$ cat src/design/acs_pkg.sv
// acs_pkg: shared constants, register indexes, channel codes and the
// controller/datapath interface types of the ADC average/scale unit.
// No dependencies.
package acs_pkg;

    localparam int SCALE_DIVISOR = 1024;
    localparam int SAMPLE_BITS   = 10;
    localparam int UNITY_GAIN    = 10000;

    localparam int SUM_W   = 32;
    localparam int COUNT_W = 16;
    localparam int CFG_W   = 16;
    localparam int CH_W    = 3;
    localparam int VOLT_W  = 16;
    localparam int CFG_N   = 8;
    localparam int CFG_IDX_W = $clog2(CFG_N);

    // (x * UNITY_RECIP) >> UNITY_SHIFT equals x / UNITY_GAIN for every 32-bit x
    localparam logic [SUM_W-1:0] UNITY_RECIP = 32'hD1B7_1759;
    localparam int               UNITY_SHIFT = 45;

    typedef enum logic [CFG_IDX_W-1:0] {
        REG_VDIFF_SCALE = 3'd0,
        REG_IDIFF_SCALE = 3'd1,
        REG_AB_SCALE    = 3'd2,
        REG_CD_SCALE    = 3'd3,
        REG_AB_GAIN     = 3'd4,
        REG_AB_OFFSET   = 3'd5,
        REG_CD_GAIN     = 3'd6,
        REG_CD_OFFSET   = 3'd7
    } cfg_index_t;

    typedef enum logic [CH_W-1:0] {
        CH_VDIFF = 3'd0,
        CH_IDIFF = 3'd1,
        CH_AB    = 3'd2,
        CH_CD    = 3'd3,
        CH_CD_AC = 3'd4
    } channel_t;

    // commands from the controller to the datapath
    typedef struct packed {
        logic accept;     // input transaction this cycle
        logic load_run;   // accepted sample is the last of its run
        logic mul1;       // sum * scale, count * SCALE_DIVISOR
        logic div_start;  // launch the divider on the count term
        logic mul2;       // quotient * gain
        logic recip;      // divide by unity gain through the reciprocal
        logic finish;     // offset, clamp, load output register
    } ctrl_cmd_t;

    typedef struct packed {
        logic div_done;
        logic out_free;
    } dp_status_t;

endpackage

$ cat src/design/acs_divider.sv
// acs_divider: 32-bit unsigned restoring divider, one quotient bit per cycle.
// Depends on acs_pkg.
module acs_divider
    import acs_pkg::*;
(
    input  logic             clk,
    input  logic             rst_n,
    input  logic             start,
    input  logic [SUM_W-1:0] dividend,
    input  logic [SUM_W-1:0] divisor,
    output logic             done,
    output logic [SUM_W-1:0] quotient
);

    localparam int CNT_W = $clog2(SUM_W);

    logic [SUM_W-1:0] rem_reg, rem_next;
    logic [SUM_W-1:0] quo_reg, quo_next;
    logic [SUM_W-1:0] dsor_reg;
    logic [CNT_W-1:0] cnt_reg;
    logic             busy_reg;
    logic             done_reg;
    logic [SUM_W:0]   trial;
    logic [SUM_W:0]   diff;

    always_comb
    begin
        trial = {rem_reg, quo_reg[SUM_W-1]};
        diff  = trial - {1'b0, dsor_reg};
        if (!diff[SUM_W])
        begin
            rem_next = diff[SUM_W-1:0];
            quo_next = {quo_reg[SUM_W-2:0], 1'b1};
        end
        else
        begin
            rem_next = trial[SUM_W-1:0];
            quo_next = {quo_reg[SUM_W-2:0], 1'b0};
        end
    end

    always_ff @(posedge clk or negedge rst_n)
    begin
        if (!rst_n)
        begin
            busy_reg <= 1'b0;
            done_reg <= 1'b0;
            cnt_reg  <= '0;
        end
        else
        begin
            done_reg <= 1'b0;
            if (start)
            begin
                busy_reg <= 1'b1;
                cnt_reg  <= '0;
            end
            else if (busy_reg)
            begin
                cnt_reg <= cnt_reg + 1'b1;
                if (cnt_reg == CNT_W'(SUM_W - 1))
                begin
                    busy_reg <= 1'b0;
                    done_reg <= 1'b1;
                end
            end
        end
    end

    always_ff @(posedge clk)
    begin
        if (start)
        begin
            rem_reg  <= '0;
            quo_reg  <= dividend;
            dsor_reg <= divisor;
        end
        else if (busy_reg)
        begin
            rem_reg <= rem_next;
            quo_reg <= quo_next;
        end
    end

    assign done     = done_reg;
    assign quotient = quo_reg;

endmodule

$ cat src/design/acs_datapath.sv
// acs_datapath: configuration registers, run accumulator, multiply stages,
// serial divider and output register. Depends on acs_pkg, acs_divider.
module acs_datapath
    import acs_pkg::*;
(
    input  logic                   clk,
    input  logic                   rst_n,
    input  ctrl_cmd_t              cmd,
    output dp_status_t             status,
    input  logic                   cfg_write,
    input  logic [CFG_IDX_W-1:0]   cfg_index,
    input  logic [CFG_W-1:0]       cfg_data,
    input  logic [SAMPLE_BITS-1:0] sample,
    input  logic [CH_W-1:0]        channel,
    output logic                   out_valid,
    input  logic                   out_stall,
    output logic [VOLT_W-1:0]      voltage,
    output logic [CH_W-1:0]        result_channel,
    output logic                   count_saturated
);

    logic [CFG_W-1:0]   cfg_reg [CFG_N];
    logic [SUM_W-1:0]   sum_reg, sum_next;
    logic [COUNT_W-1:0] count_reg, count_next;
    logic               ovf_reg, ovf_next;

    logic [SUM_W-1:0]   acc_reg;
    logic [COUNT_W-1:0] cnt_work_reg;
    logic               ovf_work_reg;
    logic [CH_W-1:0]    ch_reg;
    logic [CFG_W-1:0]   scale_reg, gain_reg, offset_reg;
    logic [CFG_W-1:0]   scale_sel, gain_sel, offset_sel;
    logic [SUM_W-1:0]   prod_reg;
    logic [SUM_W-1:0]   dsor_reg;

    logic [SUM_W-1:0]   quotient;
    logic               div_done;
    logic [2*SUM_W-1:0] recip_prod;
    logic [SUM_W-1:0]   unity_q_reg;
    logic [SUM_W-1:0]   final_sum;

    logic               out_valid_reg;
    logic [VOLT_W-1:0]  voltage_reg;
    logic [CH_W-1:0]    result_channel_reg;
    logic               count_saturated_reg;

    always_ff @(posedge clk or negedge rst_n)
    begin
        if (!rst_n)
        begin
            for (int i = 0; i < CFG_N; i++)
                cfg_reg[i] <= (i == REG_AB_GAIN || i == REG_CD_GAIN)
                              ? CFG_W'(UNITY_GAIN) : '0;
        end
        else if (cfg_write)
        begin
            cfg_reg[cfg_index] <= cfg_data;
        end
    end

    // run accumulation; count sticks at its maximum and flags overflow
    always_comb
    begin
        sum_next = sum_reg + SUM_W'(sample);
        if (count_reg == {COUNT_W{1'b1}})
        begin
            count_next = count_reg;
            ovf_next   = 1'b1;
        end
        else
        begin
            count_next = count_reg + 1'b1;
            ovf_next   = ovf_reg;
        end
    end

    always_comb
    begin
        scale_sel  = '0;
        gain_sel   = CFG_W'(UNITY_GAIN);
        offset_sel = '0;
        case (channel)
            CH_VDIFF: scale_sel = cfg_reg[REG_VDIFF_SCALE];
            CH_IDIFF: scale_sel = cfg_reg[REG_IDIFF_SCALE];
            CH_AB:
            begin
                scale_sel  = cfg_reg[REG_AB_SCALE];
                gain_sel   = cfg_reg[REG_AB_GAIN];
                offset_sel = cfg_reg[REG_AB_OFFSET];
            end
            CH_CD:
            begin
                scale_sel  = cfg_reg[REG_CD_SCALE];
                gain_sel   = cfg_reg[REG_CD_GAIN];
                offset_sel = cfg_reg[REG_CD_OFFSET];
            end
            CH_CD_AC:
            begin
                scale_sel = cfg_reg[REG_CD_SCALE];
                gain_sel  = cfg_reg[REG_CD_GAIN];
            end
            default: scale_sel = '0;
        endcase
    end

    always_ff @(posedge clk or negedge rst_n)
    begin
        if (!rst_n)
        begin
            sum_reg   <= '0;
            count_reg <= '0;
            ovf_reg   <= 1'b0;
        end
        else if (cmd.load_run)
        begin
            sum_reg   <= '0;
            count_reg <= '0;
            ovf_reg   <= 1'b0;
        end
        else if (cmd.accept)
        begin
            sum_reg   <= sum_next;
            count_reg <= count_next;
            ovf_reg   <= ovf_next;
        end
    end

    assign recip_prod = (2*SUM_W)'(prod_reg) * (2*SUM_W)'(UNITY_RECIP);

    // working copy of the finished run
    always_ff @(posedge clk)
    begin
        if (cmd.load_run)
        begin
            acc_reg      <= sum_next;
            cnt_work_reg <= count_next;
            ovf_work_reg <= ovf_next;
            ch_reg       <= channel;
            scale_reg    <= scale_sel;
            gain_reg     <= gain_sel;
            offset_reg   <= offset_sel;
        end
        if (cmd.mul1)
        begin
            prod_reg <= acc_reg * SUM_W'(scale_reg);
            dsor_reg <= SUM_W'(cnt_work_reg) * SUM_W'(SCALE_DIVISOR);
        end
        else if (cmd.mul2)
        begin
            prod_reg <= quotient * SUM_W'(gain_reg);
        end
        // divide by unity gain: scaled reciprocal, keep the top bits
        if (cmd.recip)
            unity_q_reg <= SUM_W'(recip_prod >> UNITY_SHIFT);
    end

    acs_divider u_div (
        .clk      (clk),
        .rst_n    (rst_n),
        .start    (cmd.div_start),
        .dividend (prod_reg),
        .divisor  (dsor_reg),
        .done     (div_done),
        .quotient (quotient)
    );

    assign final_sum = unity_q_reg + {{(SUM_W-CFG_W){offset_reg[CFG_W-1]}}, offset_reg};

    always_ff @(posedge clk or negedge rst_n)
    begin
        if (!rst_n)
            out_valid_reg <= 1'b0;
        else if (cmd.finish)
            out_valid_reg <= 1'b1;
        else if (!out_stall)
            out_valid_reg <= 1'b0;
    end

    // negative signed result clamps to zero
    always_ff @(posedge clk)
    begin
        if (cmd.finish)
        begin
            voltage_reg         <= final_sum[SUM_W-1] ? '0 : final_sum[VOLT_W-1:0];
            result_channel_reg  <= ch_reg;
            count_saturated_reg <= ovf_work_reg;
        end
    end

    assign status.div_done  = div_done;
    assign status.out_free  = !out_valid_reg || !out_stall;

    assign out_valid       = out_valid_reg;
    assign voltage         = voltage_reg;
    assign result_channel  = result_channel_reg;
    assign count_saturated = count_saturated_reg;

endmodule

$ cat src/design/acs_ctrl.sv
// acs_ctrl: sequencer for the end-of-run computation.
// Depends on acs_pkg.
module acs_ctrl
    import acs_pkg::*;
(
    input  logic       clk,
    input  logic       rst_n,
    input  logic       in_valid,
    input  logic       last_sample,
    output logic       in_stall,
    input  dp_status_t status,
    output ctrl_cmd_t  cmd
);

    typedef enum logic [6:0] {
        S_IDLE  = 7'b000_0001,
        S_MUL1  = 7'b000_0010,
        S_DIV1S = 7'b000_0100,
        S_DIV1W = 7'b000_1000,
        S_MUL2  = 7'b001_0000,
        S_RECIP = 7'b010_0000,
        S_FIN   = 7'b100_0000
    } state_t;

    state_t state_reg, state_next;

    always_comb
    begin
        state_next = state_reg;
        cmd        = '0;
        in_stall   = 1'b1;
        case (state_reg)
            S_IDLE:
            begin
                in_stall     = 1'b0;
                cmd.accept   = in_valid;
                cmd.load_run = in_valid && last_sample;
                if (in_valid && last_sample)
                    state_next = S_MUL1;
            end
            S_MUL1:
            begin
                cmd.mul1   = 1'b1;
                state_next = S_DIV1S;
            end
            S_DIV1S:
            begin
                cmd.div_start = 1'b1;
                state_next    = S_DIV1W;
            end
            S_DIV1W:
            begin
                if (status.div_done)
                    state_next = S_MUL2;
            end
            S_MUL2:
            begin
                cmd.mul2   = 1'b1;
                state_next = S_RECIP;
            end
            S_RECIP:
            begin
                cmd.recip  = 1'b1;
                state_next = S_FIN;
            end
            S_FIN:
            begin
                // hold until the output register can take the result
                if (status.out_free)
                begin
                    cmd.finish = 1'b1;
                    state_next = S_IDLE;
                end
            end
            default: state_next = S_IDLE;
        endcase
    end

    always_ff @(posedge clk or negedge rst_n)
    begin
        if (!rst_n)
            state_reg <= S_IDLE;
        else
            state_reg <= state_next;
    end

endmodule

$ cat src/design/adc_average_calibrated_scaler_unit.sv
// adc_average_calibrated_scaler_unit: top level of the ADC averaging and
// gain/offset calibration unit. Depends on acs_pkg, acs_ctrl, acs_datapath.
//
//  channel | handshake            | payload
//  --------+----------------------+--------------------------------------------
//  input   | in_valid / in_stall  | sample, channel, last_sample
//  output  | out_valid / out_stall| voltage, result_channel, count_saturated
//  config  | cfg_write            | cfg_index, cfg_data
//
// A sample that is not last is accepted without a stall. A last sample holds in_stall
// high through the scale multiply, the 32-bit serial divider, the gain multiply,
// the reciprocal multiply for the unity-gain division and the final step.
// Reset clears the run state, the output valid and the registers to their
// defaults. A stalled output holds its result; the final step waits for it.
module adc_average_calibrated_scaler_unit
    import acs_pkg::*;
(
    input  logic                   clk,
    input  logic                   rst_n,
    input  logic                   cfg_write,
    input  logic [CFG_IDX_W-1:0]   cfg_index,
    input  logic [CFG_W-1:0]       cfg_data,
    input  logic                   in_valid,
    output logic                   in_stall,
    input  logic [SAMPLE_BITS-1:0] sample,
    input  logic [CH_W-1:0]        channel,
    input  logic                   last_sample,
    output logic                   out_valid,
    input  logic                   out_stall,
    output logic [VOLT_W-1:0]      voltage,
    output logic [CH_W-1:0]        result_channel,
    output logic                   count_saturated
);

    ctrl_cmd_t  cmd;
    dp_status_t status;

    acs_ctrl u_ctrl (
        .clk         (clk),
        .rst_n       (rst_n),
        .in_valid    (in_valid),
        .last_sample (last_sample),
        .in_stall    (in_stall),
        .status      (status),
        .cmd         (cmd)
    );

    acs_datapath u_dp (
        .clk             (clk),
        .rst_n           (rst_n),
        .cmd             (cmd),
        .status          (status),
        .cfg_write       (cfg_write),
        .cfg_index       (cfg_index),
        .cfg_data        (cfg_data),
        .sample          (sample),
        .channel         (channel),
        .out_valid       (out_valid),
        .out_stall       (out_stall),
        .voltage         (voltage),
        .result_channel  (result_channel),
        .count_saturated (count_saturated)
    );

endmodule

$ cat config.mk
export PLATFORM = sky130hd
export DESIGN_NAME = adc_average_calibrated_scaler_unit
export DESIGN_NICKNAME = d
export VERILOG_FILES = /design/src/design/acs_pkg.sv /design/src/design/acs_divider.sv /design/src/design/acs_datapath.sv /design/src/design/acs_ctrl.sv /design/src/design/adc_average_calibrated_scaler_unit.sv
export SDC_FILE = /design/constraint.sdc
export NUM_CORES = 2
export LEC_CHECK = 0
export ABC_CLOCK_PERIOD_IN_PS = 14200
export BUFFER_PORTS_ARGS = -buffer_cell sky130_fd_sc_hd__buf_4
export CORE_MARGIN = 5
export CORE_UTILIZATION = 41
export DETAILED_ROUTE_END_ITERATION = 8
export GPL_TIMING_DRIVEN = 0
export PLACE_DENSITY_LB_ADDON = 0.12
export SLEW_MARGIN = 20
export SYNTH_ARGS = -nofsm -noshare
export SYNTH_HDL_FRONTEND = slang
export SYNTH_SLANG_ARGS = --single-unit
$ cat constraint.sdc
create_clock -name clk -period 14.2 [get_ports clk]
set_input_delay 2.84 -clock clk [delete_from_list [all_inputs] [get_ports clk]]
set_output_delay 2.84 -clock clk [all_outputs]
set_load 0.03 [all_outputs]
== Yosys cells after proc, flatten, opt, wreduce, memory -nomap -nowiden ==
Cells that the tools add are included.
W data, S select, Z words.

* Word-level logic and storage cells: 113
* Flip-flop bits (word level): 459

* $add $sub $neg: 5
* Equality and inequality tests: 17
* $mul: 3
* Bitwise logic cells: 1
* Multiplexer cells: 42
* $lt $le $gt $ge: 2
* Reduce and logical (&&, ||, !) cells: 11

{| class="wikitable"
|+ Operators by type and width
! kind !! count
|-
| $mux W32 || 7
|-
| $bwmux W128 || 1
|-
| $mul A32 B16 Y32 || 2
|-
| $mul A32 B32 Y64 const B || 1
|-
| $mux W16 || 4
|-
| $pmux W16 S2 || 2
|-
| $pmux W16 S4 || 1
|-
| $pmux W7 S7 || 1
|-
| $demux W16 S3 || 1
|-
| $sub A33 B26 Y33 || 1
|-
| $add A32 B10 Y32 || 1
|-
| $add A20 B16 Y21 || 1
|-
| $mux W7 || 3
|-
| $mux W1 || 19
|-
| $add A16 B1 Y16 const B || 1
|-
| $eq A16 B16 Y1 const B || 1
|-
| $mux W5 || 2
|-
| $eq A7 B1 Y1 const B || 1
|-
| $eq A7 B2 Y1 const B || 1
|-
| $eq A7 B3 Y1 const B || 1
|-
| $eq A7 B4 Y1 const B || 1
|-
| $eq A7 B5 Y1 const B || 1
|-
| $eq A7 B6 Y1 const B || 1
|-
| $eq A7 B7 Y1 const B || 1
|-
| 18 further kinds || 25
|}

== Longest topological paths before layout ==
* Depth after elaboration: 6
* Mapped depth: 26
* Gate-level depth less buffers: 26

== Cells and area by module ==
From an unflattened synthesis, not the netlist that was laid out.

* Cells, all modules: 5,967
* Area total of the unflattened synthesis: 61,501.5 um^2

{| class="wikitable"
|+ Modules (own cells, without submodules)
! module !! cells an instance !! sequential area each (um^2) !! instances !! area an instance (um^2)
|-
| acs_datapath || 5,361 || 10,082.2 || 1 || 55,191.7
|-
| acs_divider || 559 || 2,737.6 || 1 || 5,909.4
|-
| acs_ctrl || 47 || 176.4 || 1 || 400.4
|}

== Worst setup path before layout ==
Ideal clock, no wire load.

* Path kind: input-to-reg
* Start: input last_sample
* End: register u_dp.acc_reg[0] (enable)
* Arrival time: 7.792 ns
* Library setup time: 0.561 ns
* Slack: 5.846 ns
* Cell stages on the path: 5
* Required time: 13.639 ns
* Cell sequence: clkbuf_1 inv_1 clkbuf_1 clkbuf_1 nor2_1

{| class="wikitable"
|+ RTL lines
! element !! line !! text
|-
| start: declaration || adc_average_calibrated_scaler_unit.sv:27 || <nowiki>input logic last_sample,</nowiki>
|-
| end signal: assignment || acs_datapath.sv:135 || <nowiki>acc_reg <= sum_next;</nowiki>
|-
| end: declaration || acs_datapath.sv:27 || <nowiki>logic [SUM_W-1:0] acc_reg;</nowiki>
|}

== Final worst setup path ==
* Start: register u_dp.prod_reg[7]
* End: register u_dp.unity_q_reg[18], data pin

* Cells in the longest elaborated chain, start to end: 1

{| class="wikitable"
|+ RTL lines
! element !! line !! text
|-
| start: declaration || acs_datapath.sv:33 || <nowiki>logic [SUM_W-1:0] prod_reg;</nowiki>
|-
| start signal: assignment || acs_datapath.sv:145 || <nowiki>prod_reg <= acc_reg * SUM_W'(scale_reg);</nowiki>
|-
| start signal: assignment || acs_datapath.sv:150 || <nowiki>prod_reg <= quotient * SUM_W'(gain_reg);</nowiki>
|-
| $mul A32 B32 Y64 || acs_datapath.sv:128 || <nowiki>assign recip_prod = (2*SUM_W)'(prod_reg) * (2*SUM_W)'(UNITY_RECIP);</nowiki>
|-
| net u_dp.recip_prod[63] || acs_datapath.sv:38 || <nowiki>logic [2*SUM_W-1:0] recip_prod;</nowiki>
|-
| end signal: assignment || acs_datapath.sv:154 || <nowiki>unity_q_reg <= SUM_W'(recip_prod >> UNITY_SHIFT);</nowiki>
|-
| end: declaration || acs_datapath.sv:39 || <nowiki>logic [SUM_W-1:0] unity_q_reg;</nowiki>
|}

The timed path passes the listed nets, and every way through them passes these cells.
A chain may end at the register's enable or synchronous reset.

==> impl_metrics.env <==
export IMPL_status="finished clean"
export IMPL_ant_nets=0
export IMPL_place_gp_congestion=0.910
export IMPL_crit_chain="ha_1, xnor2_1, inv_1, ha_1, or2_2, fa_1, inv_1, fa_1, inv_1, fa_1, fa_1, fa_1, fa_1, ha_1, nand4_1, nor2_1, and4_1, a41oi_1, a31oi_2, o21ai_1, o211ai_1, o22a_1, a21oi_1, xnor2_1"
export IMPL_hold_viol=0
export IMPL_n_antenna_cell=0
export IMPL_firstDrtPassIters=5
export IMPL_dp_hpwl_um=140000
export IMPL_die_area_um2=153000
export IMPL_cts_root_buf="clkbuf_16"
export IMPL_netlist_area_um2=59500
export IMPL_fin_setup_tns_ns=0
export IMPL_syn_nets=7428
export IMPL_nets=7548
export IMPL_hold_path_class="reg2reg"
export IMPL_tritoncts="yes"
export IMPL_ioPinCount=60
export IMPL_numPortBuffers=55
export IMPL_path_delay_family="adder cells"
export IMPL_rrSetupSlack_ns=5.04
export IMPL_hold_buffers=0
export IMPL_cts_htree_levels=2
export IMPL_path_max_fanout=14
export IMPL_cts_inserted_buffers=49
export IMPL_critPathBufInv=3
export IMPL_viasPerCell=5.04
export IMPL_antenna_found_initial=2
export IMPL_grt_usage=0.226
export IMPL_cts_path_max_buffers=3
export IMPL_critPathKind="reg2reg"
export IMPL_fill_cells=13927
export IMPL_yosys_warnings=0
export IMPL_hold_end="u_dp.u_div.dsor_reg[12]"
export IMPL_worst_slew_pin_transition_ns=1.19
export IMPL_preCtsSetupSlack_ns=4.79
export IMPL_die_h_um=391
export IMPL_grt_pass1_wl_um=263000
export IMPL_drive_gt1_frac=0.0578
export IMPL_hold_path_depth=0
export IMPL_drt_wl_total_um=168000
export IMPL_worstSkewPairLatency_ns=0.61
export IMPL_post_cts_setup_buffer_count=0
export IMPL_critical_path_required_ns=14.54
export IMPL_post_cts_resized=0
export IMPL_synth_async_reset_ratio=0.418
export IMPL_reg2reg_from="u_dp.prod_reg[7]"
export IMPL_reg2reg_to="u_dp.unity_q_reg[18]"
export IMPL_drc=0
export IMPL_post_route_period_util=0.645
export IMPL_grt_ovfl_total=0
export IMPL_wl_per_cell_um=21.4
export IMPL_critPathSlowestCell="edfxtp_1"
export IMPL_slew_limit_headroom=0.209
export IMPL_via_count=39587
export IMPL_synth_edf_count=235
export IMPL_cap_violations=0
export IMPL_largest_reg_flops=128
export IMPL_rsz0062_at_grt="no"
export IMPL_finish_utilization=0.446
export IMPL_yosys_cell_types_count=81
export IMPL_grt_pass1_vias=42630
export IMPL_start_kind="flip-flop"
export IMPL_slew_violations=0
export IMPL_start_util=0.413
export IMPL_avgSynthCellArea_um2=10.3
export IMPL_area_growth_pct=7.88
export IMPL_cp_arrival_ns=9.49
export IMPL_syn_inst=5794
export IMPL_cp_end_kind="flip-flop"
export IMPL_holdWs_ns=0.413
export IMPL_min_from="u_dp.dsor_reg[12]"
export IMPL_fin_skew_ns=0.0326
export IMPL_cts_sinks=459
export IMPL_clkSlewWorstSetupHoldPaths_ns=0.06
export IMPL_fin_ws_ns=5.04
export IMPL_period_needed_ns=9.16
export IMPL_ff_latch_area_um2=12500
export IMPL_cp_common_cell="fa_1"
export IMPL_die_w_um=391
export IMPL_grt_max_degree=80
export IMPL_critPathMaxStageDelay_ns=1.10
export IMPL_drtIter0Drc=2174
export IMPL_ff2ff_path_depth=24
export IMPL_yosys_register_bits=459
export IMPL_ys_seq_area_frac=0.211
export IMPL_fmax_mhz=109
export IMPL_placementRows=139
export IMPL_setup_viol=0
export IMPL_multi_input_area_um2=41500
export IMPL_synth_ff_type="edfxtp_1"
export IMPL_core_um2=144000
[layout by cell type (no fill, tap or decap), types with 20 or more instances in the layout]
| master | count |
|---|---|
| o21ai_0 | 129 |
| xor2_1 | 76 |
| nor2_1 | 152 |
| xnor2_1 | 147 |
| a21oi_1 | 126 |
| ha_1 | 559 |
| dfxtp_1 | 32 |
| inv_1 | 1261 |
| nor3_1 | 22 |
| o21bai_1 | 20 |
| and2_1 | 266 |
| clkbuf_1 | 199 |
| edfxtp_1 | 235 |
| nand3_1 | 33 |
| buf_4 | 57 |
| nand2_1 | 753 |
| fa_1 | 1037 |
| a211oi_1 | 23 |
| a21o_1 | 44 |
| mux2_2 | 132 |
| dfrtp_1 | 181 |
| a22o_1 | 42 |
| nand2b_1 | 22 |
| clkbuf_16 | 49 |
[per-stage QoR]
step                area [um^2]  std cells
floorplan                 59500       5794
global placement          62300       7752
detailed placement        62600       7766
CTS                       64100       7858
global route              64100       7858
finish                    64100       7858
[Yosys cell counts, types with 42 or more instances]
library cell,count,area share
a21o_1,44,0.0056
edfxtp_1,235,0.12
nand2_1,754,0.048
ha_1,559,0.12
o21ai_0,129,0.011
xor2_1,76,0.011
a21oi_1,127,0.011
nor2_1,153,0.0097
mux2_2,132,0.025
dfrtp_1,181,0.076
and2_1,266,0.028
inv_1,1261,0.080
fa_1,1037,0.35
a22o_1,42,0.0062
xnor2_1,147,0.022
clkbuf_1,188,0.012
[how the worst max path moves through the flow]
stage                      endpoint              from  depth (start not counted)
2_1_floorplan       u_dp.acc_reg[0]       last_sample                          5
3_3_place_gp      u_dp.gain_reg[13]       last_sample                          6
3_5_place_dp   u_dp.unity_q_reg[18]  u_dp.prod_reg[7]                         24
4_1_cts        u_dp.unity_q_reg[18]  u_dp.prod_reg[7]                         24
5_1_grt        u_dp.unity_q_reg[18]  u_dp.prod_reg[7]                         24
6_report       u_dp.unity_q_reg[18]  u_dp.prod_reg[7]                         24
[cell type report]
class,count,share of cell area
clock inverter,27,0.00304
timing repair buffer,69,0.0112
multi-input combinational,3875,0.647
clock buffer,65,0.0208
tap,1903,0.0371
inverter,1261,0.0738
buffer,199,0.0118
sequential,459,0.195
[cell families (layout without fill, tap and decap cells)]
kind of cell	after synthesis	in the layout	share of synthesized area
fa+ha+maj	1596	1596	0.467
buf+inv	1460	1621	0.0923
simple gates	1369	1369	0.106
compound gates	520	520	0.0573
flops	459	459	0.211
xor+xnor	224	224	0.0331
mux	166	166	0.0341
[metal layers]
metal / vias up / wire length [um] / GRT usage
met5: - / 0 / 0
met4: 0 / 3910 / 0.0473
met3: 190 / 6700 / 0.0198
met2: 773 / 80000 / 0.379
met1: 20412 / 77500 / 0.323
li1: 18212 / - / -
Power is not shown: default switching activity piles up to over one toggle a cycle in this logic, so the estimate is an artifact.
